[config.mk]
export PLATFORM = sky130hd
export DESIGN_NAME = ppp_div_cell
export DESIGN_NICKNAME = d
export VERILOG_FILES = /design/src/rtl/core/perspective_point_projection_assert.svh /design/src/rtl/core/ppp_pkg.sv /design/src/rtl/core/ppp_div_cell.sv
export SDC_FILE = /design/constraint.sdc
export NUM_CORES = 1
export LEC_CHECK = 0
export BUFFER_PORTS_ARGS = -buffer_cell sky130_fd_sc_hd__buf_4
export CORE_AREA = 2 2 231 233
export CTS_CLUSTER_SIZE = 28
export DETAILED_ROUTE_END_ITERATION = 8
export DIE_AREA = 0 0 233 235
export HOLD_SLACK_MARGIN = 0.06
export MAX_ROUTING_LAYER = met4
export PLACE_DENSITY_LB_ADDON = 0.3
export SYNTH_ARGS = -nofsm -noshare
export SYNTH_HDL_FRONTEND = slang
export SYNTH_SLANG_ARGS = --single-unit
[constraint.sdc]
create_clock -name clk -period 3.2 [get_ports clk]
set_input_delay 0.16 -clock clk [delete_from_list [all_inputs] [get_ports clk]]
set_output_delay 0.16 -clock clk [all_outputs]
set_load 0.005 [all_outputs]
[src/rtl/core/perspective_point_projection_assert.svh]
// Assertion macros for the perspective point projection block.
// Empty bodies when SYNTH is defined; no other dependencies.
`ifndef PERSPECTIVE_POINT_PROJECTION_ASSERT_SVH
`define PERSPECTIVE_POINT_PROJECTION_ASSERT_SVH
`ifndef SYNTH
`define PPP_ASSERT_IMPLY(lbl, a, b) \
  lbl: assert property (@(posedge clk) disable iff (!rst_n) (a) |-> (b)) \
    else $error("ppp assertion failed");
`define PPP_ASSERT_NEXT(lbl, a, b) \
  lbl: assert property (@(posedge clk) disable iff (!rst_n) (a) |=> (b)) \
    else $error("ppp assertion failed");
`else
`define PPP_ASSERT_IMPLY(lbl, a, b)
`define PPP_ASSERT_NEXT(lbl, a, b)
`endif
`endif

[src/rtl/core/ppp_pkg.sv]
// Shared types and constants for the perspective point projection block.
// No dependencies.
package ppp_pkg;
  localparam int TABLE_ENTRIES_DEF = 2048;
  localparam int COORD_SHIFT       = 8;
  localparam int NUM_W             = 48;
  localparam int DEN_W             = 32;
  localparam int RECIP_SHIFT       = 23;
  localparam int IDX_W             = 15;
  localparam int CENTRE_W          = 11;
  localparam int SCREEN_W          = 17;
  localparam int CFG_IDX_W         = 8;
  localparam int N_CELLS           = NUM_W;
  localparam int LATENCY           = N_CELLS + 3;

  localparam logic [CENTRE_W-1:0] CENTER_X_RST = 11'd160;
  localparam logic [CENTRE_W-1:0] CENTER_Y_RST = 11'd120;

  typedef enum logic [CFG_IDX_W-1:0] {
    REG_CENTER_X = 8'd0,
    REG_CENTER_Y = 8'd1
  } reg_idx_t;

  typedef struct packed {
    logic [DEN_W-1:0] rem;
    logic [NUM_W-1:0] nq;
    logic [DEN_W-1:0] d;
  } lane_t;

  typedef struct packed {
    logic        tbl;
    logic        zneg;
    logic        qneg_x;
    logic        qneg_y;
    logic [31:0] ax;
    logic [31:0] ay;
  } side_t;
endpackage

[src/rtl/core/ppp_div_cell.sv]
// One restoring division step for the x and y lanes, with sideband pass-through.
// Depends on ppp_pkg.
module ppp_div_cell import ppp_pkg::*; (
  input  logic  clk,
  input  logic  rst_n,
  input  logic  valid_i,
  input  side_t side_i,
  input  lane_t lx_i,
  input  lane_t ly_i,
  output logic  valid_o,
  output side_t side_o,
  output lane_t lx_o,
  output lane_t ly_o
);
  function automatic lane_t step(input lane_t l);
    logic [DEN_W:0] sh;
    logic [DEN_W:0] diff;
    lane_t          n;
    sh   = {l.rem, l.nq[NUM_W-1]};
    diff = sh - {1'b0, l.d};
    n.d  = l.d;
    n.rem = diff[DEN_W] ? sh[DEN_W-1:0] : diff[DEN_W-1:0];
    n.nq  = {l.nq[NUM_W-2:0], ~diff[DEN_W]};
    return n;
  endfunction

  logic  valid_r;
  side_t side_r;
  lane_t lx_r, ly_r;

  always_ff @(posedge clk) begin
    if (!rst_n) begin
      valid_r <= 1'b0;
    end else begin
      valid_r <= valid_i;
    end
  end

  always_ff @(posedge clk) begin
    side_r <= side_i;
    lx_r   <= step(lx_i);
    ly_r   <= step(ly_i);
  end

  assign valid_o = valid_r;
  assign side_o  = side_r;
  assign lx_o    = lx_r;
  assign ly_o    = ly_r;
endmodule

==> flow_metrics.py <==
metrics = {
    "routing": {
        "drt-initial-drc-count": 448,
        "route.antenna.remaining_nets": 0,
        "dr.pass1.iters": 4,
        "routed-via-count": 10300,
        "via_per_inst": 4.03,
        "drcViolationCount": 0,
        "detail_route.wl_per_cell_um": 16.0,
        "postRouteWirelength_mm": 41.0,
    },
    "yosys": {
        "syn_avg_cell_area_um2": 11.3,
        "number_of_storage_elements_in_the_synthesis_netlist": 293,
        "synth_nets": 1290,
        "yosysTopAreaCellShare_pct": 55.7,
        "syn_area_um2": 10500,
        "synthTopCellsByArea": "sky130_fd_sc_hd__dfxtp_1 56%, sky130_fd_sc_hd__ha_1 7.6%, sky130_fd_sc_hd__mux2_4 3.1%",
        "synth_sequential_area_ratio_pct": 55.7,
        "synth-edff-count": 0,
        "postSynth.asyncResetShare_pct": 0,
        "synthCells": 929,
        "ys_dominant_reg_cell": "sky130_fd_sc_hd__dfxtp_1",
        "synth-warning-count": 0,
        "synth.lib_cells_used.distinct": 75,
        "post-synth-top-area-cell": "sky130_fd_sc_hd__dfxtp_1",
    },
    "worst_hold_path": {
        "hold_path_class": "primary input to register",
    },
    "global_routing": {
        "globalRouteMet2Util_pct": 27.5,
        "grt_usage_pct": 14.7,
        "globalRoute.busiestLayer": "met2",
        "first_global_vias": 11200,
        "grt_pass1_wl_mm": 60.7,
        "number_of_antenna_violations_at_the_first_check_in_global_routing": 2,
        "globalRouteOverflowTotal": 0,
        "grt_max_degree": 32,
        "grtUsageMet3_pct": 3.12,
        "grt_use_met1_pct": 14.9,
    },
    "worst_setup_path": {
        "cp_data_required_time_ns": 3.62,
        "worst_setup_path_start_kind": "primary input",
        "critical_path.endpoint": "ly_o[88]$_DFF_P_",
        "worst_path_max_fanout": 25,
        "cp_slowest_cell": "sky130_fd_sc_hd__dlygate4sd3_1",
        "worst_path_largest_cell_delay_ns": 0.53,
        "timing.critical_path.to_type": "register",
        "crit_path_start": "ly_i[2]",
        "crit_arrival_ns": 3.48,
        "criticalPathCategory": "primary input to register",
        "path_cells": "dlygate4sd3_1 -> buf_4 -> inv_1 -> ha_1 -> nor2b_1 -> o31ai_4 -> a21oi_2 -> a311oi_2 -> o211ai_2 -> a311oi_4 -> o21ai_4 -> xor2_4 -> buf_12 -> mux2_1",
    },
    "sta": {
        "aggregate_negative_setup_slack_ns": 0,
        "hold_viol": 0,
        "slew_headroom_pct": 64.6,
        "worst_slew_pin_slew_ns": 0.518,
        "drv_slew": 0,
        "hold_ws_ns": 0.102,
        "timing.final.crit_share_pct": 95.8,
        "achievable-frequency_mhz": 326,
        "rsz_0062_raised_after_global_routing": "false",
        "layout_min_cycle_time_ns": 3.07,
        "setup_viol_count_final": 0,
    },
    "clocking": {
        "number_of_levels_in_the_clock_h_tree": 2,
        "cts_buffers": 35,
        "cts-root-to-sink-buffers": 3,
        "clk_pin_slew_ns": 0.06,
        "root_buf_cell": "sky130_fd_sc_hd__clkbuf_16",
        "cts.sink_count": 293,
        "tritoncts": "done",
        "post-cts-setup-buffers": 0,
    },
    "pwr": {
        "fin_total_pwr_uw": 10400,
        "comb_power_share_pct": 23.1,
        "vdd_ir_drop_max_v": 0.000383,
        "leakagePower_uw": 0.00950,
        "switching_share_pct": 26.1,
        "p_seq_share_pct": 39.4,
        "internal_power_uw": 7710,
        "switching_power_uw": 2720,
        "clock_power_share_pct": 37.5,
        "power_density_nw_per_um2": 523,
    },
    "placed_design": {
        "post-dp-hpwl_mm": 30.9,
        "dpl_cell_area_um2": 15800,
        "io_buffers": 587,
        "placed_cells": 2204,
        "place.gp.congestion": 0.919,
    },
    "layout": {
        "syn_to_final_growth_pct": 89.2,
        "layout-drive-gt1-share_pct": 38.3,
        "num-fill-cells": 5063,
        "diodes": 0,
        "nets": 2209,
        "final-instance-count-excl-fill": 2561,
        "fin_area_um2": 19900,
    },
    "floorplan": {
        "coreArea_um2": 52200,
        "die_area_um2": 54800,
        "initial_utilization_pct": 20.2,
        "fp.dieH_um": 235,
        "num_rows": 84,
        "die-width_um": 233,
        "io_pins": 588,
    },
    "status": {
        "status": "finished, final reports clean",
    },
    "job": {
        "max_capacitance_violation_count": 0,
    },
}
==> final cells by class <==
cell class | instances | area (µm²) | area share (%)
tap | 688 | 861 | 4.32
clock inverter | 14 | 113 | 0.565
timing repair buffer | 902 | 7530 | 37.8
clock buffer | 48 | 1020 | 5.10
multi-input combinational | 531 | 4240 | 21.2
sequential | 293 | 5870 | 29.4
inverter | 85 | 319 | 1.60
==> power by group through the flow <==
stage | Combinational, µW | Sequential, µW | Clock (µW)
finish | 2410 | 4120 | 3910
global route | 2600 | 4140 | 4190
CTS | 2420 | 4120 | 4070
detailed placement | 2110 | 4190 | 0
global placement | 2090 | 4190 | 0
floorplan | 917 | 4210 | 0
==> worst max-delay path: cells and delay by family <==
family / cells / cell delay [ns]
AO/OA/AOI/OAI: 6 / 1.34
XOR/XNOR: 1 / 0.19
adder cells (fa/ha/maj): 1 / 0.33
buffers and inverters: 4 / 0.90
multiplexers: 1 / 0.34
AND/OR/NAND/NOR: 1 / 0.19
==> cell usage in the layout, fill, tap and decap left out, drive strengths merged, types with 25 or more instances in the layout <==
cell         netlist  routed
inv               85      86
a21o              29      29
xnor2             33      33
clkbuf             4      48
nand2             42      42
dlygate4sd3        0     295
mux2              53      53
nor2              37      37
ha                64      64
xor2              25      25
a21oi             61      61
buf               15     607
o21ai             39      39
dfxtp            293     293
==> through the flow <==
stage	setup slack, ns	util (%)
after floorplan	0.317	-
after global placement	0.0259	30.3
after detailed placement	-0.0551	30.3
after CTS	0.131	38.0
after global routing	0.0177	38.2
final	0.134	38.2
==> Yosys cell counts (3+ instances only) <==
master	n
sky130_fd_sc_hd__buf_4	3
sky130_fd_sc_hd__nor3_1	8
sky130_fd_sc_hd__nand2b_1	11
sky130_fd_sc_hd__mux2_4	22
sky130_fd_sc_hd__o31ai_1	4
sky130_fd_sc_hd__a21oi_1	59
sky130_fd_sc_hd__a2111oi_0	3
sky130_fd_sc_hd__mux2_1	24
sky130_fd_sc_hd__xnor2_1	33
sky130_fd_sc_hd__o21ai_1	5
sky130_fd_sc_hd__a21o_1	27
sky130_fd_sc_hd__ha_1	64
sky130_fd_sc_hd__o211ai_1	5
sky130_fd_sc_hd__o21bai_1	6
sky130_fd_sc_hd__o21a_1	9
sky130_fd_sc_hd__nor2b_1	4
sky130_fd_sc_hd__mux2i_1	6
sky130_fd_sc_hd__nand2_1	42
sky130_fd_sc_hd__nor2_1	37
sky130_fd_sc_hd__nand3_1	13
sky130_fd_sc_hd__and2_1	5
sky130_fd_sc_hd__a21boi_0	3
sky130_fd_sc_hd__dfxtp_1	293
sky130_fd_sc_hd__mux2_2	7
sky130_fd_sc_hd__a211oi_1	3
sky130_fd_sc_hd__and3_1	5
sky130_fd_sc_hd__a31oi_1	7
sky130_fd_sc_hd__buf_2	8
sky130_fd_sc_hd__buf_6	4
sky130_fd_sc_hd__inv_1	84
sky130_fd_sc_hd__o21ai_0	33
sky130_fd_sc_hd__nand4_1	14
sky130_fd_sc_hd__xor2_1	23
==> registers in the layout, indices dropped and copies added, names as in the netlist <==
| signal | count |
|---|---|
| lx_o | 112 |
| ly_o | 112 |
| valid_o | 1 |
| side_o | 68 |
==> cells by family (layout without fill, tap and decap cells) <==
logic type	after synthesis	count (layout)	synth area share, %
adders and majority gates	66	66	7.98
and+or+nand+nor	151	151	7.04
xor gates and xnor gates	58	58	5.07
DFF	293	293	55.7
muxes	59	59	7.02
AOI/OAI and AO/OA	197	197	12.8
buffers and inverters	105	1049	4.49
==> worst min-delay path by stage <==
stage                   start                to  slack (ns)  cells after the start
detailed placement   lx_i[37]  lx_o[38]$_DFF_P_        0.27                      1
global placement     ly_i[42]  ly_o[43]$_DFF_P_        0.26                      1
finish              ly_i[111]  ly_o[32]$_DFF_P_        0.10                      3
floorplan             lx_i[0]   lx_o[0]$_DFF_P_        0.19                      0
CTS                   ly_i[0]   ly_o[0]$_DFF_P_       -0.30                      1
global route        ly_i[111]  ly_o[32]$_DFF_P_        0.08                      3
==> metal layers <==
layer	up-vias	share of wire (%)	routed length (µm)
li1	5032	-	-
met1	4794	38	15400
met2	400	53	21700
met4	0	2.9	1200
met3	86	6.5	2660
met5	-	0	0
==> timing repair <==
action,in CTS,in global routing
endpoints found under the hold margin,292,4
hold buffers,289,6
setup endpoints to repair,0,7
resized for setup,0,5
(Power assumes the default switching activity.)
